--- src/buffer_pool_with_index_fifo_top_defines.svh ---
// Assertion macros shared by the buffer pool RTL files.
`ifndef BUFFER_POOL_WITH_INDEX_FIFO_TOP_DEFINES_SVH
`define BUFFER_POOL_WITH_INDEX_FIFO_TOP_DEFINES_SVH

// Same-cycle check on clk, held off while rst_n is low.
`define BPIF_ASSERT_NOW(label, ante, cons, msg) \
    label: assert property (@(posedge clk) disable iff (!rst_n) (ante) |-> (cons)) \
        else $error(msg);

// Next-cycle check on clk, held off while rst_n is low.
`define BPIF_ASSERT_NXT(label, ante, cons, msg) \
    label: assert property (@(posedge clk) disable iff (!rst_n) (ante) |=> (cons)) \
        else $error(msg);

`endif

--- src/bpif_pkg.sv ---
// Package with the shared types and constants of the buffer pool.
`timescale 1ns / 1ps
package bpif_pkg;

    // Pool size and the fixed index width of the payload fields.
    localparam int unsigned NUM_BUFFERS = 256;
    localparam int unsigned IDX_W       = 8;
    localparam int unsigned CNT_W       = $clog2(NUM_BUFFERS + 1);

    typedef logic [IDX_W-1:0] idx_t;
    typedef logic [CNT_W-1:0] cnt_t;

    typedef enum logic [1:0] {
        OP_ALLOC   = 2'd0,
        OP_FREE    = 2'd1,
        OP_ENQUEUE = 2'd2,
        OP_DEQUEUE = 2'd3
    } op_t;

    typedef enum logic [1:0] {
        STAT_OK    = 2'd0,
        STAT_NONE  = 2'd1,
        STAT_FULL  = 2'd2,
        STAT_RANGE = 2'd3
    } status_t;

    typedef enum logic {
        S_IDLE,
        S_EXEC
    } state_t;

    // Control from the sequencer to the free list or the ring.
    typedef struct packed {
        logic rd;
        logic pop;
        logic push;
        idx_t push_idx;
    } mem_ctrl_t;

    // Status of the free list.
    typedef struct packed {
        idx_t top;
        logic empty;
    } fl_stat_t;

    // Status of the ring.
    typedef struct packed {
        idx_t rd_data;
        logic empty;
        logic full;
    } ring_stat_t;

endpackage

--- src/bpif_req_if.sv ---
// Request channel: operation and buffer index.
`timescale 1ns / 1ps
interface bpif_req_if;
    logic             valid;
    logic             ready;
    bpif_pkg::op_t    op;
    bpif_pkg::idx_t   buffer_index;

    modport source (output valid, output op, output buffer_index, input ready);
    modport sink (input valid, input op, input buffer_index, output ready);
endinterface

--- src/bpif_rsp_if.sv ---
// Response channel: result index and status.
`timescale 1ns / 1ps
interface bpif_rsp_if;
    logic              valid;
    logic              ready;
    bpif_pkg::idx_t    result_index;
    bpif_pkg::status_t status;

    modport source (output valid, output result_index, output status, input ready);
    modport sink (input valid, input result_index, input status, output ready);
endinterface

--- src/bpif_free_list.sv ---
// Free list of buffer indices, linked through a synchronous next-pointer memory.
`timescale 1ns / 1ps
module bpif_free_list (
    input  logic                 clk,
    input  logic                 rst_n,
    input  bpif_pkg::mem_ctrl_t  ctrl,
    output bpif_pkg::fl_stat_t   stat
);
    import bpif_pkg::*;
    `include "buffer_pool_with_index_fifo_top_defines.svh"

    idx_t                   link_mem [NUM_BUFFERS];
    logic [NUM_BUFFERS-1:0] link_valid_reg;
    idx_t                   rd_data_reg;
    logic                   rd_valid_reg;
    idx_t                   rd_addr_reg;
    idx_t                   top_reg;
    cnt_t                   count_reg;
    idx_t                   next_link;

    // A link never written (valid bit clear) stands for the following index, wrapping to zero at the last.
    always_comb
    begin
        if (rd_valid_reg)
        begin
            next_link = rd_data_reg;
        end
        else if (32'(rd_addr_reg) == NUM_BUFFERS - 1)
        begin
            next_link = '0;
        end
        else
        begin
            next_link = rd_addr_reg + IDX_W'(1);
        end
    end

    // Link memory: read at the head, write on a push.
    always_ff @(posedge clk)
    begin
        if (ctrl.rd)
        begin
            rd_data_reg <= link_mem[top_reg];
            rd_addr_reg <= top_reg;
        end
        if (ctrl.push)
        begin
            link_mem[ctrl.push_idx] <= top_reg;
        end
    end

    // Valid bits of the links, head pointer and fill count.
    always_ff @(posedge clk or negedge rst_n)
    begin
        if (!rst_n)
        begin
            link_valid_reg <= '0;
            rd_valid_reg   <= 1'b0;
            top_reg        <= '0;
            count_reg      <= CNT_W'(NUM_BUFFERS);
        end
        else
        begin
            if (ctrl.rd)
            begin
                rd_valid_reg <= link_valid_reg[top_reg];
            end
            if (ctrl.push)
            begin
                link_valid_reg[ctrl.push_idx] <= 1'b1;
                top_reg <= ctrl.push_idx;
                if (32'(count_reg) < NUM_BUFFERS)
                begin
                    count_reg <= count_reg + CNT_W'(1);
                end
            end
            else if (ctrl.pop)
            begin
                top_reg   <= next_link;
                count_reg <= count_reg - CNT_W'(1);
            end
        end
    end

    assign stat.top   = top_reg;
    assign stat.empty = (count_reg == '0);

    `BPIF_ASSERT_NOW(a_fl_pop_nonempty, ctrl.pop, count_reg != '0,
        "free list popped while empty")
    `BPIF_ASSERT_NOW(a_fl_count_bound, 1'b1, 32'(count_reg) <= NUM_BUFFERS,
        "free list count beyond pool size")
    `BPIF_ASSERT_NXT(a_fl_push_top, ctrl.push, top_reg == $past(ctrl.push_idx),
        "pushed index did not become the head")
endmodule

--- src/bpif_ring.sv ---
// Ring FIFO of buffer indices in a synchronous memory.
`timescale 1ns / 1ps
module bpif_ring (
    input  logic                  clk,
    input  logic                  rst_n,
    input  bpif_pkg::mem_ctrl_t   ctrl,
    output bpif_pkg::ring_stat_t  stat
);
    import bpif_pkg::*;
    `include "buffer_pool_with_index_fifo_top_defines.svh"

    idx_t slot_mem [NUM_BUFFERS];
    idx_t rd_data_reg;
    idx_t rd_ptr_reg;
    idx_t wr_ptr_reg;
    cnt_t count_reg;

    function automatic idx_t wrap_inc(input idx_t p);
        if (32'(p) == NUM_BUFFERS - 1)
        begin
            return '0;
        end
        return p + IDX_W'(1);
    endfunction

    // Slot memory: read at the read pointer, write at the write pointer.
    always_ff @(posedge clk)
    begin
        if (ctrl.rd)
        begin
            rd_data_reg <= slot_mem[rd_ptr_reg];
        end
        if (ctrl.push)
        begin
            slot_mem[wr_ptr_reg] <= ctrl.push_idx;
        end
    end

    // Pointers and fill count.
    always_ff @(posedge clk or negedge rst_n)
    begin
        if (!rst_n)
        begin
            rd_ptr_reg <= '0;
            wr_ptr_reg <= '0;
            count_reg  <= '0;
        end
        else if (ctrl.push)
        begin
            wr_ptr_reg <= wrap_inc(wr_ptr_reg);
            count_reg  <= count_reg + CNT_W'(1);
        end
        else if (ctrl.pop)
        begin
            rd_ptr_reg <= wrap_inc(rd_ptr_reg);
            count_reg  <= count_reg - CNT_W'(1);
        end
    end

    assign stat.rd_data = rd_data_reg;
    assign stat.empty   = (count_reg == '0);
    assign stat.full    = (32'(count_reg) >= NUM_BUFFERS);

    `BPIF_ASSERT_NOW(a_ring_pop_nonempty, ctrl.pop, count_reg != '0,
        "ring popped while empty")
    `BPIF_ASSERT_NOW(a_ring_push_notfull, ctrl.push, 32'(count_reg) < NUM_BUFFERS,
        "ring pushed while full")
    `BPIF_ASSERT_NOW(a_ring_ptr_count, count_reg == '0, rd_ptr_reg == wr_ptr_reg,
        "empty ring with pointers apart")
endmodule

--- src/buffer_pool_with_index_fifo_top.sv ---
// Top level of the buffer pool with index FIFO: sequencer and response register.
`timescale 1ns / 1ps
// Each request beat passes through S_IDLE and S_EXEC: the accept edge reads the free-list
// link at the head and the ring slot at the read pointer from their memories, and
// the commit edge in S_EXEC uses that registered read data to form the response and
// write the free list, ring and pointers back. A new request is taken only after that
// commit, once the sequencer is back in S_IDLE. The response sits in its own register,
// so a request is accepted while the previous response still waits; a stalled
// response holds the commit of the following operation.
// No clearing pass runs after reset: the pool is ready as soon as reset is released.
module buffer_pool_with_index_fifo_top (
    input  logic        clk,
    input  logic        rst_n,
    bpif_req_if.sink    req,
    bpif_rsp_if.source  rsp
);
    import bpif_pkg::*;
    `include "buffer_pool_with_index_fifo_top_defines.svh"

    state_t     state_reg;
    state_t     state_next;
    op_t        op_reg;
    idx_t       idx_reg;
    logic       rsp_valid_reg;
    logic       rsp_valid_next;
    idx_t       rsp_index_reg;
    status_t    rsp_status_reg;
    logic       accept;
    logic       commit;
    logic       in_range;
    idx_t       res_index;
    status_t    res_status;
    mem_ctrl_t  fl_ctrl;
    mem_ctrl_t  ring_ctrl;
    fl_stat_t   fl_stat;
    ring_stat_t ring_stat;

    bpif_free_list u_free_list (
        .clk   (clk),
        .rst_n (rst_n),
        .ctrl  (fl_ctrl),
        .stat  (fl_stat)
    );

    bpif_ring u_ring (
        .clk   (clk),
        .rst_n (rst_n),
        .ctrl  (ring_ctrl),
        .stat  (ring_stat)
    );

    assign accept   = req.valid && req.ready;
    assign in_range = (32'(idx_reg) < NUM_BUFFERS);

    // Result of the held operation from the range check and the free-list and ring status.
    always_comb
    begin
        res_index  = '0;
        res_status = STAT_OK;
        case (op_reg)
            OP_ALLOC:
            begin
                if (fl_stat.empty)
                begin
                    res_status = STAT_NONE;
                end
                else
                begin
                    res_index = fl_stat.top;
                end
            end
            OP_FREE:
            begin
                if (!in_range)
                begin
                    res_status = STAT_RANGE;
                end
            end
            OP_ENQUEUE:
            begin
                if (!in_range)
                begin
                    res_status = STAT_RANGE;
                end
                else if (ring_stat.full)
                begin
                    res_status = STAT_FULL;
                end
            end
            OP_DEQUEUE:
            begin
                if (ring_stat.empty)
                begin
                    res_status = STAT_NONE;
                end
                else
                begin
                    res_index = ring_stat.rd_data;
                end
            end
            default:
            begin
                res_status = STAT_OK;
            end
        endcase
    end

    // Sequencer: next state, handshake and memory control.
    always_comb
    begin
        state_next      = state_reg;
        req.ready       = 1'b0;
        commit          = 1'b0;
        fl_ctrl         = '0;
        ring_ctrl       = '0;
        fl_ctrl.push_idx   = idx_reg;
        ring_ctrl.push_idx = idx_reg;
        case (state_reg)
            S_IDLE:
            begin
                req.ready = 1'b1;
                if (req.valid)
                begin
                    fl_ctrl.rd   = 1'b1;
                    ring_ctrl.rd = 1'b1;
                    state_next   = S_EXEC;
                end
            end
            S_EXEC:
            begin
                if (!rsp_valid_reg || rsp.ready)
                begin
                    commit         = 1'b1;
                    fl_ctrl.pop    = (op_reg == OP_ALLOC) && (res_status == STAT_OK);
                    fl_ctrl.push   = (op_reg == OP_FREE) && (res_status == STAT_OK);
                    ring_ctrl.push = (op_reg == OP_ENQUEUE) && (res_status == STAT_OK);
                    ring_ctrl.pop  = (op_reg == OP_DEQUEUE) && (res_status == STAT_OK);
                    state_next     = S_IDLE;
                end
            end
            default:
            begin
                state_next = S_IDLE;
            end
        endcase
    end

    // Response valid: set on commit, cleared once the beat is taken.
    always_comb
    begin
        rsp_valid_next = rsp_valid_reg;
        if (commit)
        begin
            rsp_valid_next = 1'b1;
        end
        else if (rsp.ready)
        begin
            rsp_valid_next = 1'b0;
        end
    end

    // Control registers.
    always_ff @(posedge clk or negedge rst_n)
    begin
        if (!rst_n)
        begin
            state_reg     <= S_IDLE;
            rsp_valid_reg <= 1'b0;
        end
        else
        begin
            state_reg     <= state_next;
            rsp_valid_reg <= rsp_valid_next;
        end
    end

    // Request and response payload registers.
    always_ff @(posedge clk)
    begin
        if (accept)
        begin
            op_reg  <= req.op;
            idx_reg <= req.buffer_index;
        end
        if (commit)
        begin
            rsp_index_reg  <= res_index;
            rsp_status_reg <= res_status;
        end
    end

    assign rsp.valid        = rsp_valid_reg;
    assign rsp.result_index = rsp_index_reg;
    assign rsp.status       = rsp_status_reg;

    `BPIF_ASSERT_NXT(a_top_accept_exec, accept, state_reg == S_EXEC,
        "accepted request did not enter execution")
    `BPIF_ASSERT_NXT(a_top_commit_valid, commit, rsp_valid_reg,
        "committed operation left no response")
    `BPIF_ASSERT_NOW(a_top_err_zero, rsp_valid_reg && (rsp_status_reg != STAT_OK),
        rsp_index_reg == '0, "failed operation returned a nonzero index")
endmodule

--- src/flat_wrapper.sv ---
// flat-port wrapper written by rule: the top's interface ports become plain ports
module buffer_pool_with_index_fifo_top_flat import bpif_pkg::*;
  (clk, rst_n, req_valid, req_op, req_buffer_index, req_ready, rsp_valid, rsp_result_index, rsp_status, rsp_ready);
  bpif_req_if req_i ();
  bpif_rsp_if rsp_i ();
  input  logic clk;
  input  logic rst_n;
  input wire logic [$bits(req_i.valid)-1:0] req_valid;
  input wire logic [$bits(req_i.op)-1:0] req_op;
  input wire logic [$bits(req_i.buffer_index)-1:0] req_buffer_index;
  output wire logic [$bits(req_i.ready)-1:0] req_ready;
  output wire logic [$bits(rsp_i.valid)-1:0] rsp_valid;
  output wire logic [$bits(rsp_i.result_index)-1:0] rsp_result_index;
  output wire logic [$bits(rsp_i.status)-1:0] rsp_status;
  input wire logic [$bits(rsp_i.ready)-1:0] rsp_ready;
  assign req_i.valid = req_valid;
  assign req_i.op = req_op;
  assign req_i.buffer_index = req_buffer_index;
  assign req_ready = req_i.ready;
  assign rsp_valid = rsp_i.valid;
  assign rsp_result_index = rsp_i.result_index;
  assign rsp_status = rsp_i.status;
  assign rsp_i.ready = rsp_ready;
  buffer_pool_with_index_fifo_top u_core (.clk(clk), .rst_n(rst_n), .req(req_i), .rsp(rsp_i));
endmodule
--- config.mk ---
export PLATFORM = sky130hd
export DESIGN_NAME = buffer_pool_with_index_fifo_top_flat
export DESIGN_NICKNAME = d
export VERILOG_FILES = /design/src/bpif_pkg.sv /design/src/bpif_req_if.sv /design/src/bpif_rsp_if.sv /design/src/bpif_free_list.sv /design/src/bpif_ring.sv /design/src/buffer_pool_with_index_fifo_top.sv /design/src/flat_wrapper.sv
export VERILOG_INCLUDE_DIRS = /design/src /design/src/src
export SDC_FILE = /design/constraint.sdc
export NUM_CORES = 2
export LEC_CHECK = 0
export BUFFER_PORTS_ARGS = -buffer_cell sky130_fd_sc_hd__clkbuf_2
export CORE_MARGIN = 4
export CORE_UTILIZATION = 30
export CTS_CLUSTER_SIZE = 30
export DETAILED_ROUTE_END_ITERATION = 16
export GPL_ROUTABILITY_DRIVEN = 0
export SYNTH_ARGS = -nofsm -noshare
export SYNTH_HDL_FRONTEND = slang
export SYNTH_SLANG_ARGS = --single-unit
export TNS_END_PERCENT = 5
--- constraint.sdc ---
create_clock -name clk -period 7.9 [get_ports clk]
set_input_delay 1.58 -clock clk [delete_from_list [all_inputs] [get_ports clk]]
set_output_delay 1.58 -clock clk [all_outputs]
set_load 0.1 [all_outputs]
### After elaboration in Yosys (flattened, before gate mapping)

Memory sizes are Yosys's and may differ from the RTL's. A register that Yosys moved wholly into a read port is not among the register bits.
Cells that the tools add are included.

| word-level totals | value |
|---|---|
| register bits | 329 |
| bits in writable memories | 4096 |
| input bits | 14 |
| memories kept | 2 |

| cells by class | value |
|---|---|
| add/subtract/negate cells | 7 |
| magnitude comparators | 5 |
| equality and inequality tests | 7 |
| mux-type cells | 46 |
| bitwise operators | 3 |
| reduce and logical (&&, ||, !) cells | 17 |

Memory list:

| memory | words | bits a word | read ports | clocked after memory_dff | write ports | RTL line | text |
|---|---|---|---|---|---|---|---|
| u_core.u_free_list.link_mem | 256 | 8 | 1 | 1 | 1 | bpif_free_list.sv:12 | `idx_t link_mem [NUM_BUFFERS];` |
| u_core.u_ring.slot_mem | 256 | 8 | 1 | 1 | 1 | bpif_ring.sv:12 | `idx_t slot_mem [NUM_BUFFERS];` |

Operator list:

| cell | number |
|---|---|
| OR 256 bit | 1 |
| 2-to-1 mux 8 bit | 10 |
| 2-to-1 mux 9 bit | 5 |
| adder 8 x 1 -> 8 bit, second input constant | 3 |
| == test 8 bit, second input constant | 3 |
| 2-to-1 mux 1 bit | 21 |
| adder 9 x 1 -> 9 bit, second input constant | 2 |
| logical NOT 9 bit | 2 |
| < comparator 8 x 9 -> 1 bit, second input constant | 2 |
| subtractor 9 x 1 -> 9 bit, second input constant | 2 |
| one-hot mux 8 bit (2 select lines) | 1 |
| 2-to-1 mux 2 bit | 5 |
| greater-or-equal comparator 9 bit, second input constant | 1 |
| < comparator 9 bit, second input constant | 1 |
| binary-select mux 1 bit (select 8 bit) | 1 |
| demux 1 bit (select 8 bit) | 1 |
| greater-or-equal comparator 8 x 1 -> 1 bit, second input constant | 1 |
| one-hot mux 2 bit (4 select lines) | 1 |
| logical AND 1 bit | 6 |
| nonzero test 2 bit | 3 |
| == test 2 bit, second input constant | 2 |
| logical NOT 2 bit | 2 |
| AND reduction 2 bit | 2 |
| == test 2 x 1 -> 1 bit, second input constant | 1 |
| 5 further kinds | 6 |

### Depth between registers and ports, before layout

| logic depth | value |
|---|---|
| depth after elaboration | 10 |
| depth in mapped cells | 15 |
| gate-level depth less buffers | 14 |

### Cells and area by module

A second synthesis with hierarchy kept.

| unflattened totals | value |
|---|---|
| cells, all modules | 8415 |
| area total of the unflattened synthesis | 173071.0 um^2 |

By module, submodules not included:

| module | instances | cells each | area an instance (um^2) | seq. area each (um^2) |
|---|---|---|---|---|
| bpif_free_list | 1 | 4332 | 90415.5 | 68837.3 |
| bpif_ring | 1 | 4012 | 81698.4 | 62364.8 |
| buffer_pool_with_index_fifo_top | 1 | 71 | 957.2 | 650.6 |

### Least setup slack after synthesis

OpenSTA, ideal clock, no wires.

| timing | value |
|---|---|
| path kind | reg2reg |
| from | register u_core.u_free_list.top_reg[0] |
| to | register u_core.u_free_list.rd_data_reg[7] (read register of u_core.u_free_list.link_mem), data pin |
| arrival | 5.636 ns |
| required time | 7.628 ns |
| setup slack | 1.992 ns |
| cell stages (with the launch flop) | 10 |
| clock period less this slack | 5.908 ns |
| cell sequence | dfrtp_1 buf_2 buf_6 buf_6 buf_2 mux4_2 a221oi_1 o221ai_1 a22oi_1 o221ai_1 |

RTL lines:

| element | RTL line | text |
|---|---|---|
| start: declaration | bpif_free_list.sv:17 | `idx_t top_reg;` |
| start signal: assignment | bpif_free_list.sv:71 | `top_reg <= ctrl.push_idx;` |
| start signal: assignment | bpif_free_list.sv:79 | `top_reg <= next_link;` |
| end: declaration | bpif_free_list.sv:14 | `idx_t rd_data_reg;` |

==> out/metrics.yaml <==
run_status:
  outcome: "finished, final reports clean"
setup_path:
  r2r_end: "u_core.u_ring.rd_data_reg[0]"
  cp_max_fo: 50
  r2r_start: "u_core.u_ring.rd_ptr_reg[3]"
  cp.required_ns: 8.46
  critPathLaunch: "u_core.u_ring.rd_ptr_reg[3]"
  r2r_setup_slack_ns: 2.83
  cp-endpoint: "u_core.u_ring.rd_data_reg[0]"
  cp.arrival_ns: 5.62
  rr_worst_depth: 6
  endpoint_kind: "flip-flop"
  critPathKind: "flip-flop to flip-flop"
  crit_path_start_kind: "flip-flop"
routing:
  ant_nets: 0
  dr.first_iter.drc_count: 10800
  drc: 0
  num_vias: 83300
  wire_per_inst_um: 27.0
  vias_per_cell: 5.19
  routed_wl_mm: 433
  drt_pre_antenna_iters: 6
finish:
  area_growth_pct: 13.2
  mostFrequentLayoutCell: "edfxtp_1"
  final_layout_size_suffix_gt1_share_pct: 26.1
  final_nets: 8213
  layout_common_cells: "edfxtp_1 (4,140), mux4_2 (1,085), nor2_1 (588)"
clock_tree:
  cts_buffers: 405
  post_cts_resized: 0
  post_cts_buffers: 0
  cts.sinks: 4441
  cts_hold_buf: 0
  clockBufferDepth: 4
  clk_pin_slew_worst_paths_ns: 0.07
  cts_root_buffer: "clkbuf_16"
  clock_latency_ns: 0.94
  cts_tree: "yes"
  cts_htree_levels: 5
die:
  initial_core_util_pct: 30.1
  num_io_pins: 26
  die_x_um: 763
  die_h_um: 763
  fp-row-count: 277
  fp.coreArea_mm2: 0.569
  die-area_mm2: 0.582
logic_synthesis:
  ys_warn_count: 0
  yosys.cell_types.count: 66
  async_reset_ff_share_pct: 6.78
  synth_cells: 8058
  synthFlopType: "edfxtp_1"
  synth_nets: 8099
  seq_area_frac_synth_pct: 77.1
  synth-seq-cells: 4441
  synth.avg_cell_area_um2: 21.2
  syn_area_mm2: 0.171
  synth-edff-count: 4140
power:
  combPwrFrac_pct: 25.0
  power.density_mw_per_mm2: 337
  swShare_pct: 30.1
  intPower_w: 0.0456
  clkPwrFrac_pct: 31.1
  ir_drop_v: 0.000346
  total_power_w: 0.0653
  power_switching_w: 0.0196
  pwr-share-seq_pct: 44.0
  leakage_nw: 60.3
sta:
  setup_tns_ns: 0
  max_freq_mhz: 197
  rsz0062_at_grt: "false"
  worst_pin_slew_ns: 1.34
  fin_crit_ns: 5.07
  period_share_pct: 64.2
  worst_slack_ns: 2.83
  finalSetupViolCount: 0
  relSlewSlack_pct: 10.2
  fin_worst_skew_ns: 0.0492
  finalHoldViolCount: 0
  slew_viol_final: 0
run:
  maxCapViolations: 0
global_routing:
  grt_antenna_before_repair: 18
  grt_pass1_vias: 84100
  grt_pass1_wl_mm: 621
  grt_overflow_total: 0
  grt_usage_pct: 14.4
  grt_max_degree: 182
placement:
  port_buffers: 25
  dp_slack_ns: 2.16
  hpwl_mm: 256
hold_path:
  hp-class: "flip-flop to flip-flop"
-- metal layers --
layer,global-route usage (%),routed length (µm),part of all wire [%]
met1,20.1,177000,41
met3,3.24,39400,9.1
met4,4.05,13300,3.1
met2,22.7,203000,47
met5,0,11,0.0025
-- how the worst min path moves through the flow --
stage / cells after the start / slack, ns / to / from
floorplan: 1 / 0.43 / u_core.u_free_list.link_valid_reg[160] / u_core.u_free_list.link_valid_reg[160]
global placement: 1 / 0.44 / u_core.u_free_list.link_valid_reg[71] / u_core.u_free_list.link_valid_reg[71]
detailed placement: 1 / 0.45 / u_core.u_free_list.link_valid_reg[98] / u_core.u_free_list.link_valid_reg[98]
CTS: 1 / 0.46 / u_core.u_free_list.link_valid_reg[98] / u_core.u_free_list.link_valid_reg[98]
global route: 1 / 0.47 / u_core.u_free_list.link_valid_reg[172] / u_core.u_free_list.link_valid_reg[172]
finish: 1 / 0.46 / u_core.u_free_list.link_valid_reg[98] / u_core.u_free_list.link_valid_reg[98]
-- power by group through the flow --
stage	Combinational (W)	Clock, W	Sequential, W
final	0.0163	0.0203	0.0287
after global routing	0.0173	0.0216	0.0287
after CTS	0.0165	0.0206	0.0287
after detailed placement	0.0164	0	0.0292
after global placement	0.0161	0	0.0292
after floorplan	0.0100	0	0.0300
-- cell families after synthesis --
kind of cell | share of synthesized area [%]
flip-flops | 77.1
multiplexers | 14.5
AND/OR/NAND/NOR | 3.02
AO/OA/AOI/OAI | 3.64
buffers and inverters | 1.43
XOR/XNOR | 0.143
adder cells (fa/ha/maj) | 0.206
-- critical path: stages, from the launching register on --
cell and delay [ns]:
dfrtp_1 0.85, nor2b_4 0.89, buf_4 0.71, a22oi_1 0.34, a22oi_1 0.37, a31oi_1 0.29
a211oi_1 1.11
-- area by class of cell --
type	instances	area, µm²
Fill cell	52300	375000
Sequential cell	4441	132000
Multi-Input combinational cell	3119	36900
Clock buffer	504	11000
Tap cell	7533	9430
Clock inverter	241	2640
Timing Repair Buffer	185	1690
Inverter	20	77.6
Antenna cell	10	25.0
-- metrics by stage --
step           instance area, µm²  hold WS [ns]  cells  util, %
3_5_place_dp               180000         0.447  15300     31.6
4_1_cts                    194000         0.463  16000     34.0
3_3_place_gp               180000         0.445  15300     31.6
6_report                   194000         0.461  16100     34.0
5_1_grt                    194000         0.469  16000     34.0
2_1_floorplan              171000         0.431   8058        -
-- synthesized netlist by cell type (all sizes together) (30+ instances only) --
library cell	count	area share, %
buf	235	0.85
o221ai	36	0.18
a21oi	129	0.38
nor3	44	0.13
o21ai	47	0.14
a22oi	299	1.3
dfrtp	300	4.4
mux2i	30	0.18
mux4	1085	14
edfxtp	4140	73
a22o	122	0.62
nand2	106	0.27
nor2	592	1.3
clkbuf	243	0.53
a221oi	125	0.64
o22ai	32	0.12
or2	258	0.94
nand3	37	0.11
No activity file was read; power rests on OpenSTA's default activity.
